==> src/sv/owm_pkg.sv <==
// Package for the single-wire bus master: codes, widths, timer helper and
// the structs passed between the configuration block, the core and the top level.
// No dependencies.
`default_nettype none
package owm_pkg;

  localparam int TIMER_BITS    = 12;
  localparam int BITS_PER_BYTE = 8;
  localparam int CFG_DATA_W    = 12;
  localparam int CFG_INDEX_W   = 3;
  localparam int TIMER_MAX     = (1 << TIMER_BITS) - 1;

  typedef logic [TIMER_BITS-1:0] timer_t;

  typedef enum logic [1:0] {
    CMD_NONE  = 2'd0,
    CMD_RESET = 2'd1,
    CMD_WRITE = 2'd2,
    CMD_READ  = 2'd3
  } cmd_t;

  typedef enum logic [1:0] {
    ST_OK       = 2'd0,
    ST_NO_PRES  = 2'd1,
    ST_PRES_LONG = 2'd2,
    ST_BUSY     = 2'd3
  } status_t;

  typedef enum logic [3:0] {
    PH_IDLE      = 4'd0,
    PH_RST_LOW   = 4'd1,
    PH_RST_REL   = 4'd2,
    PH_PRES_WAIT = 4'd3,
    PH_PRES_LOW  = 4'd4,
    PH_W_LOW     = 4'd5,
    PH_W_HIGH    = 4'd6,
    PH_R_LOW     = 4'd7,
    PH_R_WAIT    = 4'd8,
    PH_R_RECOV   = 4'd9
  } phase_t;

  localparam logic [CFG_INDEX_W-1:0] CFG_RESET_LOW     = 3'd0;
  localparam logic [CFG_INDEX_W-1:0] CFG_RESET_RELEASE = 3'd1;
  localparam logic [CFG_INDEX_W-1:0] CFG_PRES_WAIT     = 3'd2;
  localparam logic [CFG_INDEX_W-1:0] CFG_PRES_LOW      = 3'd3;
  localparam logic [CFG_INDEX_W-1:0] CFG_SHORT_PULSE   = 3'd4;
  localparam logic [CFG_INDEX_W-1:0] CFG_LONG_PULSE    = 3'd5;
  localparam logic [CFG_INDEX_W-1:0] CFG_READ_SAMPLE   = 3'd6;
  localparam logic [CFG_INDEX_W-1:0] CFG_READ_RECOVER  = 3'd7;

  // Timing values as the core uses them: zero reads as one, and anything
  // beyond the timer range is saturated.
  typedef struct packed {
    timer_t reset_low;
    timer_t reset_release;
    timer_t pres_wait;
    timer_t pres_low;
    timer_t short_pulse;
    timer_t long_pulse;
    timer_t read_sample;
    timer_t read_recover;
  } cfg_t;

  typedef struct packed {
    logic    drive_low;
    logic    busy_res;
    logic    done_res;
    status_t status;
    logic [7:0] read_byte;
  } res_t;

  function automatic timer_t dur(input logic [CFG_DATA_W-1:0] v);
    timer_t r;
    if (v == '0) begin
      r = timer_t'(1);
    end else if (int'(v) > TIMER_MAX) begin
      r = timer_t'(TIMER_MAX);
    end else begin
      r = timer_t'(v);
    end
    return r;
  endfunction

endpackage
`default_nettype wire

==> src/sv/owm_cfg.sv <==
// Configuration register file of the single-wire bus master.
// Stores each timing value already clamped for the core. Uses owm_pkg.
`default_nettype none
module owm_cfg
  import owm_pkg::*;
(
  input  wire logic                   clk,
  input  wire logic                   rst,
  input  wire logic                   cfg_we,
  input  wire logic [CFG_INDEX_W-1:0] cfg_index,
  input  wire logic [CFG_DATA_W-1:0]  cfg_data,
  output cfg_t                        cfg
);

  logic [CFG_DATA_W-1:0] d8;
  logic [CFG_DATA_W-1:0] d10;

  assign d8  = {4'b0, cfg_data[7:0]};
  assign d10 = {2'b0, cfg_data[9:0]};

  always_ff @(posedge clk) begin
    if (rst) begin
      cfg.reset_low     <= dur(12'd600);
      cfg.reset_release <= dur(12'd10);
      cfg.pres_wait     <= dur(12'd200);
      cfg.pres_low      <= dur(12'd240);
      cfg.short_pulse   <= dur(12'd2);
      cfg.long_pulse    <= dur(12'd60);
      cfg.read_sample   <= dur(12'd12);
      cfg.read_recover  <= dur(12'd50);
    end else if (cfg_we) begin
      case (cfg_index)
        CFG_RESET_LOW:     cfg.reset_low     <= dur(cfg_data);
        CFG_RESET_RELEASE: cfg.reset_release <= dur(d8);
        CFG_PRES_WAIT:     cfg.pres_wait     <= dur(d10);
        CFG_PRES_LOW:      cfg.pres_low      <= dur(d10);
        CFG_SHORT_PULSE:   cfg.short_pulse   <= dur(d8);
        CFG_LONG_PULSE:    cfg.long_pulse    <= dur(d8);
        CFG_READ_SAMPLE:   cfg.read_sample   <= dur(d8);
        CFG_READ_RECOVER:  cfg.read_recover  <= dur(d8);
        default: ;
      endcase
    end
  end

endmodule
`default_nettype wire

==> src/sv/owm_core.sv <==
// Bus sequencer of the single-wire bus master: phase machine, slot timer,
// bit counter and shift register, one tick per enabled cycle. Uses owm_pkg.
`default_nettype none
module owm_core
  import owm_pkg::*;
(
  input  wire logic       clk,
  input  wire logic       rst,
  input  wire logic       en,
  input  wire cmd_t       cmd,
  input  wire logic [7:0] byte_in,
  input  wire logic       line_high,
  input  wire cfg_t       cfg,
  output res_t            res
);

  phase_t     phase, phase_next, ph_eff;
  timer_t     tick_timer, tick_timer_next, t_dec, t_inc;
  logic [2:0] bit_index, bit_index_next;
  logic [7:0] shift_byte, shift_byte_next;
  logic       fin;
  status_t    fst;

  always_comb begin
    phase_next      = phase;
    tick_timer_next = tick_timer;
    bit_index_next  = bit_index;
    shift_byte_next = shift_byte;
    fin             = 1'b0;
    fst             = ST_OK;
    if (phase == PH_IDLE && cmd != CMD_NONE) begin
      bit_index_next = '0;
      case (cmd)
        CMD_RESET: begin
          phase_next      = PH_RST_LOW;
          tick_timer_next = cfg.reset_low;
        end
        CMD_WRITE: begin
          shift_byte_next = byte_in;
          phase_next      = PH_W_LOW;
          tick_timer_next = byte_in[0] ? cfg.short_pulse : cfg.long_pulse;
        end
        default: begin
          shift_byte_next = '0;
          phase_next      = PH_R_LOW;
          tick_timer_next = cfg.short_pulse;
        end
      endcase
    end
    ph_eff = phase_next;
    t_dec  = tick_timer_next - timer_t'(1);
    t_inc  = tick_timer_next + timer_t'(1);
    case (ph_eff)
      PH_IDLE: ;
      PH_RST_LOW: begin
        tick_timer_next = t_dec;
        if (t_dec == '0) begin
          phase_next      = PH_RST_REL;
          tick_timer_next = cfg.reset_release;
        end
      end
      PH_RST_REL: begin
        tick_timer_next = t_dec;
        if (t_dec == '0) begin
          phase_next = PH_PRES_WAIT;
        end
      end
      PH_PRES_WAIT: begin
        if (line_high) begin
          tick_timer_next = t_inc;
          if (t_inc >= cfg.pres_wait) begin
            fin = 1'b1;
            fst = ST_NO_PRES;
          end
        end else begin
          tick_timer_next = timer_t'(1);
          if (cfg.pres_low == timer_t'(1)) begin
            fin = 1'b1;
            fst = ST_PRES_LONG;
          end else begin
            phase_next = PH_PRES_LOW;
          end
        end
      end
      PH_PRES_LOW: begin
        if (line_high) begin
          fin = 1'b1;
        end else begin
          tick_timer_next = t_inc;
          if (t_inc >= cfg.pres_low) begin
            fin = 1'b1;
            fst = ST_PRES_LONG;
          end
        end
      end
      PH_W_LOW: begin
        tick_timer_next = t_dec;
        if (t_dec == '0) begin
          phase_next      = PH_W_HIGH;
          tick_timer_next = shift_byte_next[0] ? cfg.long_pulse : cfg.short_pulse;
        end
      end
      PH_W_HIGH: begin
        tick_timer_next = t_dec;
        if (t_dec == '0) begin
          shift_byte_next = {1'b0, shift_byte_next[7:1]};
          if (bit_index_next == 3'(BITS_PER_BYTE - 1)) begin
            fin = 1'b1;
          end else begin
            bit_index_next  = bit_index_next + 3'd1;
            phase_next      = PH_W_LOW;
            tick_timer_next = shift_byte_next[0] ? cfg.short_pulse : cfg.long_pulse;
          end
        end
      end
      PH_R_LOW: begin
        tick_timer_next = t_dec;
        if (t_dec == '0) begin
          phase_next      = PH_R_WAIT;
          tick_timer_next = cfg.read_sample;
        end
      end
      PH_R_WAIT: begin
        tick_timer_next = t_dec;
        if (t_dec == '0) begin
          shift_byte_next = {line_high, shift_byte_next[7:1]};
          phase_next      = PH_R_RECOV;
          tick_timer_next = cfg.read_recover;
        end
      end
      PH_R_RECOV: begin
        tick_timer_next = t_dec;
        if (t_dec == '0) begin
          if (bit_index_next == 3'(BITS_PER_BYTE - 1)) begin
            fin = 1'b1;
          end else begin
            bit_index_next  = bit_index_next + 3'd1;
            phase_next      = PH_R_LOW;
            tick_timer_next = cfg.short_pulse;
          end
        end
      end
      default: begin
        phase_next = PH_IDLE;
      end
    endcase
    if (fin) begin
      phase_next      = PH_IDLE;
      bit_index_next  = '0;
      tick_timer_next = '0;
    end
  end

  always_comb begin
    res.drive_low = (ph_eff == PH_RST_LOW) || (ph_eff == PH_W_LOW) || (ph_eff == PH_R_LOW);
    res.busy_res  = (phase_next != PH_IDLE);
    res.done_res  = fin;
    if (fin) begin
      res.status = fst;
    end else if (phase != PH_IDLE && cmd != CMD_NONE) begin
      res.status = ST_BUSY;
    end else begin
      res.status = ST_OK;
    end
    res.read_byte = (fin && ph_eff == PH_R_RECOV) ? shift_byte_next : 8'd0;
  end

  always_ff @(posedge clk) begin
    if (rst) begin
      phase      <= PH_IDLE;
      tick_timer <= '0;
      bit_index  <= '0;
      shift_byte <= '0;
    end else if (en) begin
      phase      <= phase_next;
      tick_timer <= tick_timer_next;
      bit_index  <= bit_index_next;
      shift_byte <= shift_byte_next;
    end
  end

  a_hold_when_stalled: assert property (@(posedge clk) disable iff (rst)
    !en |=> $stable(phase) && $stable(tick_timer) && $stable(shift_byte))
    else $error("sequencer state moved without an enabled tick");

  a_done_not_busy: assert property (@(posedge clk) disable iff (rst)
    res.done_res |-> !res.busy_res)
    else $error("done reported while still busy");

  a_drive_busy: assert property (@(posedge clk) disable iff (rst)
    res.drive_low |-> res.busy_res)
    else $error("bus driven low outside an operation");

  a_idle_stays: assert property (@(posedge clk) disable iff (rst)
    (en && phase == PH_IDLE && cmd == CMD_NONE) |=> phase == PH_IDLE)
    else $error("left idle without a command");

endmodule
`default_nettype wire

==> src/sv/one_wire_bus_master.sv <==
// Top level of the single-wire bus master: input register, sequencer core,
// configuration registers and output register. Uses owm_pkg, owm_cfg, owm_core.
//
// Usage: feed one request per one-microsecond tick on the s_ channel. s_tuser
// carries the command (none, bus reset, write byte, read byte) and s_tdata the
// byte to write and the sampled bus level. Every request produces exactly one
// result on the m_ channel with the drive level for that tick, busy, done,
// status and the assembled read byte. A command that arrives while an
// operation runs is rejected with the busy status, or with the final status
// if the operation ends on that tick. Requests go through the input and the
// output register; one request per cycle while the receiver does not stall.
// When the receiver stalls, the result waits in the output register, one more
// request waits in the input register and s_tready drops; nothing is lost.
// Reset (synchronous, active high) empties both registers, returns the
// sequencer to idle and loads the default timing values. Configuration
// writes via cfg_we take effect at the next edge and are meant for idle times.
`default_nettype none
module one_wire_bus_master
  import owm_pkg::*;
(
  input  wire logic                   clk,
  input  wire logic                   rst,
  input  wire logic                   s_tvalid,
  output logic                        s_tready,
  input  wire logic [15:0]            s_tdata,   // byte_in[7:0], line_high[8], zero pad
  input  wire logic [1:0]             s_tuser,   // cmd[1:0]
  output logic                        m_tvalid,
  input  wire logic                   m_tready,
  output logic [15:0]                 m_tdata,   // drive_low[0], busy_res[1], done_res[2],
                                                 // status[4:3], read_byte[12:5], zero pad
  input  wire logic                   cfg_we,
  input  wire logic [CFG_INDEX_W-1:0] cfg_index,
  input  wire logic [CFG_DATA_W-1:0]  cfg_data
);

  logic       in_valid;
  cmd_t       in_cmd;
  logic [7:0] in_byte;
  logic       in_line;
  logic       adv;
  cfg_t       cfg;
  res_t       res;
  res_t       out_res;

  assign adv      = in_valid && (!m_tvalid || m_tready);
  assign s_tready = !in_valid || adv;

  owm_cfg u_cfg (
    .clk       (clk),
    .rst       (rst),
    .cfg_we    (cfg_we),
    .cfg_index (cfg_index),
    .cfg_data  (cfg_data),
    .cfg       (cfg)
  );

  owm_core u_core (
    .clk       (clk),
    .rst       (rst),
    .en        (adv),
    .cmd       (in_cmd),
    .byte_in   (in_byte),
    .line_high (in_line),
    .cfg       (cfg),
    .res       (res)
  );

  always_ff @(posedge clk) begin
    if (rst) begin
      in_valid <= 1'b0;
    end else if (s_tvalid && s_tready) begin
      in_valid <= 1'b1;
    end else if (adv) begin
      in_valid <= 1'b0;
    end
  end

  always_ff @(posedge clk) begin
    if (s_tvalid && s_tready) begin
      in_cmd  <= cmd_t'(s_tuser);
      in_byte <= s_tdata[7:0];
      in_line <= s_tdata[8];
    end
  end

  always_ff @(posedge clk) begin
    if (rst) begin
      m_tvalid <= 1'b0;
    end else if (adv) begin
      m_tvalid <= 1'b1;
    end else if (m_tready) begin
      m_tvalid <= 1'b0;
    end
  end

  always_ff @(posedge clk) begin
    if (adv) begin
      out_res <= res;
    end
  end

  assign m_tdata = {3'b000, out_res.read_byte, out_res.status, out_res.done_res,
                    out_res.busy_res, out_res.drive_low};

endmodule
`default_nettype wire

==> config.mk <==
export PLATFORM = sky130hd
export DESIGN_NAME = one_wire_bus_master
export DESIGN_NICKNAME = d
export VERILOG_FILES = /design/src/sv/owm_pkg.sv /design/src/sv/owm_cfg.sv /design/src/sv/owm_core.sv /design/src/sv/one_wire_bus_master.sv
export SDC_FILE = /design/constraint.sdc
export NUM_CORES = 1
export LEC_CHECK = 0
export ABC_AREA = 0
export BUFFER_PORTS_ARGS = -buffer_cell sky130_fd_sc_hd__clkbuf_2
export CAP_MARGIN = 20
export CORE_MARGIN = 5
export CORE_UTILIZATION = 60
export DETAILED_ROUTE_END_ITERATION = 10
export PLACE_DENSITY = 0.79
export SLEW_MARGIN = 20
export SYNTH_ARGS = -nofsm -noshare
export SYNTH_HDL_FRONTEND = slang
export SYNTH_HIERARCHICAL = 1
export SYNTH_SLANG_ARGS = --single-unit
==> constraint.sdc <==
create_clock -name clk -period 8.56 [get_ports clk]
set_input_delay 0.428 -clock clk [delete_from_list [all_inputs] [get_ports clk]]
set_output_delay 0.428 -clock clk [all_outputs]
set_load 0.01 [all_outputs]
==> results of run 1 <==
## worst max-delay path: cells and delay by family, from the launching register on
kind / cells / cell delay, ns
buf+inv: 2 / 0.29
flops: 1 / 0.38
simple gates: 2 / 1.18
fa+ha+maj: 3 / 1.35
compound gates: 11 / 3.25
## final cells by class
| type | instances | area, sq um | area share |
|---|---|---|---|
| flip-flops and latches | 125 | 2743 | 0.3011 |
| inverters | 41 | 153.9 | 0.01689 |
| well taps | 180 | 225.2 | 0.02472 |
| repair buffers | 55 | 300.3 | 0.03296 |
| clock buffers | 17 | 425.4 | 0.04670 |
| clock inverters | 15 | 145.1 | 0.01593 |
| multi-input cells | 764 | 5117 | 0.5617 |
## registers in the layout, indices dropped and copies added, names as in the netlist, 2 cells and up
signal / flops
u_core/phase: 4
u_cfg/cfg: 72
u_core/bit_index: 3
m_tdata: 13
in_cmd: 2
u_core/tick_timer: 12
u_core/shift_byte: 8
in_byte: 8
## worst paths after layout
check / start / endpoint / slack, ns / cells after the start
setup / recovery: in_cmd[0] / u_core/tick_timer[6] / 2.04 / 18
hold / removal: s_tdata[4] / in_byte[4] / 0.18 / 1
setup reg to reg: in_cmd[0] / u_core/tick_timer[6] / 2.04 / 18
hold reg to reg: u_cfg/cfg[89] / u_cfg/cfg[89] / 0.46 / 2
## power groups by stage
stage	Combinational (W)	Sequential (W)	Clock, W
floorplan	0.000395	0.000654	0
global placement	0.000502	0.000662	0
detailed placement	0.000506	0.000663	0
CTS	0.000512	0.000650	0.000708
global route	0.000572	0.000654	0.000735
finish	0.000535	0.000651	0.000699
## layout by cell type (no fill, tap or decap), drive strengths merged, types with 11 or more instances in the layout
master,n
dfxtp,101
nand2b,18
nand3b,14
o21ai,53
and2,18
conb,27
inv,44
nor4,11
a21oi,59
nor2b,22
a31oi,17
a211o,14
nor3,13
a22o,11
nand2,109
edfxtp,24
and3b,11
a211oi,12
nand3,17
mux2i,46
clkbuf,62
a22oi,15
ha,33
xnor2,13
nor2,93
## layer usage
metal | vias up | global-route usage | part of all wire
met4 | 0 | 0.1396 | 0.038
met1 | 3699 | 0.4146 | 0.43
met5 | - | 0 | 0
met2 | 434 | 0.4530 | 0.43
met3 | 74 | 0.07472 | 0.10
li1 | 3628 | - | -
## per-stage QoR
stage / worst slack [ns] / cells / hold slack (ns) / area (sq um) / power, W
floorplan: 3.616 / 1026 / 0.4294 / 8568 / 0.001049
global placement: 2.315 / 1165 / 0.4395 / 8539 / 0.001164
detailed placement: 2.293 / 1165 / 0.4419 / 8539 / 0.001169
CTS: 2.218 / 1197 / 0.1655 / 9110 / 0.001870
global route: 1.793 / 1197 / 0.1663 / 9110 / 0.001961
finish: 2.038 / 1197 / 0.1750 / 9110 / 0.001885
## cell families after synthesis
| family | synth area share |
|---|---|
| other cells | 0.0008862 |
| fa+ha+maj | 0.04872 |
| buf+inv | 0.08431 |
| xor+xnor | 0.02067 |
| simple gates | 0.2322 |
| mux | 0.06231 |
| compound gates | 0.2272 |
| flops | 0.3236 |
==> impl_metrics.csv, run 1 <==
group,metric,value,unit
flow_run,drv_cap,0,
yosys,synth_top_area_frac,0.2386,
placed_design,dp_hpwl,17.80,mm
yosys,ys_seq_area_frac,0.3236,
finish,final_util,0.6563,
global_route,antenna_found_initial,0,
pwr,power_frac_clock,0.371,
yosys,netlist-cell-type-count,87,
global_route,grt_first_pass_wirelength,39.53,mm
outcome,outcome,"finished clean",
setup_path,crit_path_cell_trace,"inv_1 -> ha_1 -> a21bo_2 -> a222oi_1 -> o21a_1 -> inv_1 -> ha_1 -> ha_1 -> a21o_1 -> a21o_1 -> a21o_1 -> a21o_1 -> a2111oi_0 -> o21a_1 -> o311ai_0 -> nor4b_2 -> and2_4 -> a221o_1",
route,routed_wl,24.98,mm
finish,fill_cells,1196,
pwr,power_density,206.9,mW/mm^2
yosys,yosysWarnings,6,
finish,area_growth,7.500,%
finish,diodes,0,
floorplan,die-width,128.8,um
pwr,internal-power,0.001243,W
clock_tree,post_cts_buffers,0,
clock_tree,root_buffer,"clkbuf_16",
pwr,p_seq_frac,0.346,
timing,period_minus_slack,6.522,ns
yosys,syn_inst,1001,
yosys,yosysTopAreaCell,"dfxtp_1",
finish,layout.nets,1075,
setup_path,slowest_delay,0.86,ns
timing,fin_skew,0.01691,ns
clock_tree,clockBufferDepth,2,
clock_tree,clk_pin_slew,0.06,ns
yosys,yosys-top-cells-count,"nand2_1 (108), dfxtp_1 (101), nor2_1 (91)",
placed_design,place_congestion,1.021,
pwr,switchingPower,0.0006423,W
floorplan,die_area,0.01660,sq mm
global_route,grt_max_degree,92,
yosys,ys_ff_latch,125,
yosys,synth_area_per_cell,8.466,sq um
floorplan,initial_core_util,0.6105,
timing,rsz0062_at_grt,"false",
clock_tree,htree_levels,4,
setup_path,worst_setup_path_end_kind,"flip-flop",
yosys,synth_edf_count,24,
floorplan,coreArea,0.01388,sq mm
setup_path,worstPathMaxFanout,19,
global_route,gr-total-overflow,0,
yosys,dominantRegCellSynth,"dfxtp_1",
timing,tightestPinTransition,1.054,ns
yosys,syn_area,0.008474,sq mm
setup_path,cp.required,8.93,ns
clock_tree,cts_tree,"built",
route,via_per_inst,6.546,
pwr,leakage,3.477,nW
route,ant_nets,0,
route,first_pass_iters,6,
clock_tree,cts_hold_repair.buffers,0,
floorplan,die_h,128.8,um
yosys,async_reset_ff_frac,0,
setup_path,crit_type,"reg -> reg",
placed_design,port-buffer-count,45,
floorplan,pin_count,56,
setup_path,cp-start-kind,"flip-flop",
route,drt-initial-drc-count,949,
timing,max_freq,0.1533,GHz
setup_path,slowest_stage,"nor4b_2",
clock_tree,cts_resized,0,
finish,drive_above_1_share,0.1249,
route,num_vias,7835,
timing,maxSlewHeadroom,0.2944,
yosys,synth_area_leaders,"dfxtp_1 (24%), edfxtp_1 (8.5%), mux2i_1 (5.4%), ha_1 (4.9%), nand2_1 (4.8%)",
route,routedWlPerCell,20.87,um
clock_tree,cts_sinks,125,
pwr,p_comb_frac,0.284,
min_path,hp-class,"in -> reg",
clock_tree,numCtsBuffers,17,
timing,setup_violations,0,
global_route,grtUsageTotal,0.3035,
pwr,switching_share,0.3407,
route,drc,0,
timing,drv_slew,0,
timing,finalSetupTns,0,ns
setup_path,crit_path_frequent_cell,"a21o_1",
yosys,yosysMostFrequentCell,"nand2_1",
floorplan,rows,43,
clock_tree,clkLatencyLatePin,0.43,ns
pwr,vdd_drop_max,0.1567,mV
global_route,grt_pass1_vias,7348,
timing,post-route-period-util,0.7620,
setup_path,cp_data_arrival_time,6.89,ns
timing,hold_viol,0,
(Power assumes the default switching activity.)
==> run 2, diff against run 1 <==
==> constraint.sdc (replaced) <==
create_clock -name clk -period 6.8 [get_ports clk]
set_input_delay 0.34 -clock clk [delete_from_list [all_inputs] [get_ports clk]]
set_output_delay 0.34 -clock clk [all_outputs]
set_load 0.01 [all_outputs]
==> impl_metrics.csv, run 2 (synthesis results as in run 1) <==
group,metric,value,unit
outcome,outcome,"finished clean",
floorplan,rows,43,
placed_design,place_congestion,1.017,
timing,tightestPinTransition,0.9992,ns
finish,layout_commonest_cell,"nand2_1",
route,routedWlPerCell,20.51,um
floorplan,initial_core_util,0.6105,
route,ant_nets,0,
min_path,hp-class,"in -> reg",
floorplan,die-width,128.8,um
clock_tree,root_buffer,"clkbuf_16",
global_route,gr-total-overflow,0,
route,num_vias,7826,
setup_path,cp-start-kind,"flip-flop",
timing,hold_viol,0,
floorplan,coreArea,0.01388,sq mm
clock_tree,clockBufferDepth,2,
clock_tree,cts_sinks,125,
pwr,power_density,259.8,mW/mm^2
timing,period_minus_slack,6.068,ns
global_route,grt_pass1_vias,7357,
finish,largest_reg_flops,72,
setup_path,worstPathMaxFanout,12,
clock_tree,cts_hold_repair.buffers,0,
global_route,grtUsageTotal,0.3011,
timing,fin_ws,0.7315,ns
route,via_per_inst,6.495,
pwr,p_total,0.002390,W
global_route,grt_first_pass_wirelength,39.47,mm
pwr,leakage,3.532,nW
clock_tree,numCtsBuffers,17,
timing,setup_violations,0,
clock_tree,post_cts_buffers,0,
route,drc,0,
finish,layout.nets,1083,
setup_path,worst_setup_path_end_kind,"flip-flop",
floorplan,pin_count,56,
global_route,grt_max_degree,81,
timing,finalSetupTns,0,ns
setup_path,crit_type,"reg -> reg",
timing,post-route-period-util,0.8924,
global_route,antenna_found_initial,0,
finish,regMostFlops,"u_cfg/cfg",
clock_tree,cts_resized,0,
pwr,vdd_drop_max,0.2130,mV
timing,drv_slew,0,
timing,fin_skew,0.008010,ns
finish,diodes,0,
timing,max_freq,0.1648,GHz
timing,rsz0062_at_grt,"false",
clock_tree,clkLatencyLatePin,0.43,ns
placed_design,port-buffer-count,45,
floorplan,die_area,0.01660,sq mm
flow_run,drv_cap,0,
clock_tree,cts_tree,"built",
setup_path,cp_data_arrival_time,6.44,ns
finish,area_growth,8.534,%
route,routed_wl,24.72,mm
setup_path,cp.required,7.17,ns
route,first_pass_iters,8,
timing,maxSlewHeadroom,0.3287,
placed_design,dp_hpwl,17.70,mm
clock_tree,htree_levels,4,
route,drt-initial-drc-count,1132,
placed_design,dpl_worst_slack,0.7316,ns
finish,drive_above_1_share,0.1327,
timing,holdWs,0.08696,ns
clock_tree,clk_pin_slew,0.06,ns
floorplan,die_h,128.8,um
finish,most-common-layout-cells,"nand2_1 (108), dfxtp_1 (101), nor2_1 (91), a21oi_1 (58)",
## run 2: changes by cell type in the layout (fill, tap and decap cells not counted), sizes merged
cell      previous run  this run
buf                 10        18
bufinv               2         1
clkbuf              62        67
clkinv               7         5
clkinvlp             3         2
inv                 44        43
## run 2: per-stage QoR
step / instance area (sq um) / util / cells
after floorplan: 8568 / - / 1026
after global placement: 8600 / 0.6195 / 1173
after detailed placement: 8600 / 0.6195 / 1173
after CTS: 9198 / 0.6626 / 1205
after global routing: 9198 / 0.6626 / 1205
final: 9198 / 0.6626 / 1205
## run 2: worst paths after layout
check / startpoint / end / slack [ns] / cells past startpoint
setup / recovery: in_cmd[0] / u_core/tick_timer[9] / 0.73 / 22
hold / removal: s_tdata[8] / in_line / 0.09 / 1
setup reg to reg: in_cmd[0] / u_core/tick_timer[9] / 0.73 / 22
hold reg to reg: u_cfg/cfg[86] / u_cfg/cfg[86] / 0.46 / 2
## run 2: cell type report
class	instances	area, sq um
multi-input combinational	764	5117
fill	1166	4683
sequential	125	2743
clock buffer	22	495.5
timing repair buffer	63	360.3
tap	180	225.2
inverter	41	153.9
clock inverter	10	102.6
## run 2: layer usage
metal | global-route usage | share of wire
met1 | 0.4052 | 0.41
met2 | 0.4576 | 0.45
met3 | 0.07223 | 0.10
met4 | 0.1390 | 0.040
met5 | 0 | 0.00036
## run 2: critical path, stage by stage (launching register included)
cell and delay [ns]:
edfxtp_1 0.38, inv_1 0.08, ha_1 0.48, buf_4 0.21
and3b_1 0.23, a222oi_1 0.17, o21a_1 0.27, inv_1 0.24
ha_1 0.29, nand3_1 0.20, nor2_1 0.36, nand3b_1 0.21
xnor2_1 0.28, ha_1 0.30, a21oi_1 0.18, nor2b_1 0.06
o21ai_0 0.15, nand2_1 0.07, o221ai_1 0.29, o311ai_1 0.31
nor4b_2 0.81, and2_4 0.29, a221o_1 0.14
## run 2: where the power goes
group | leakage, nW | internal [W] | total [W] | switching, W
combinational | 2.19 | 0.000241 | 0.000668 | 0.000427
clock | 0.288 | 0.000557 | 0.000903 | 0.000346
sequential | 1.05 | 0.000791 | 0.000819 | 0.0000275
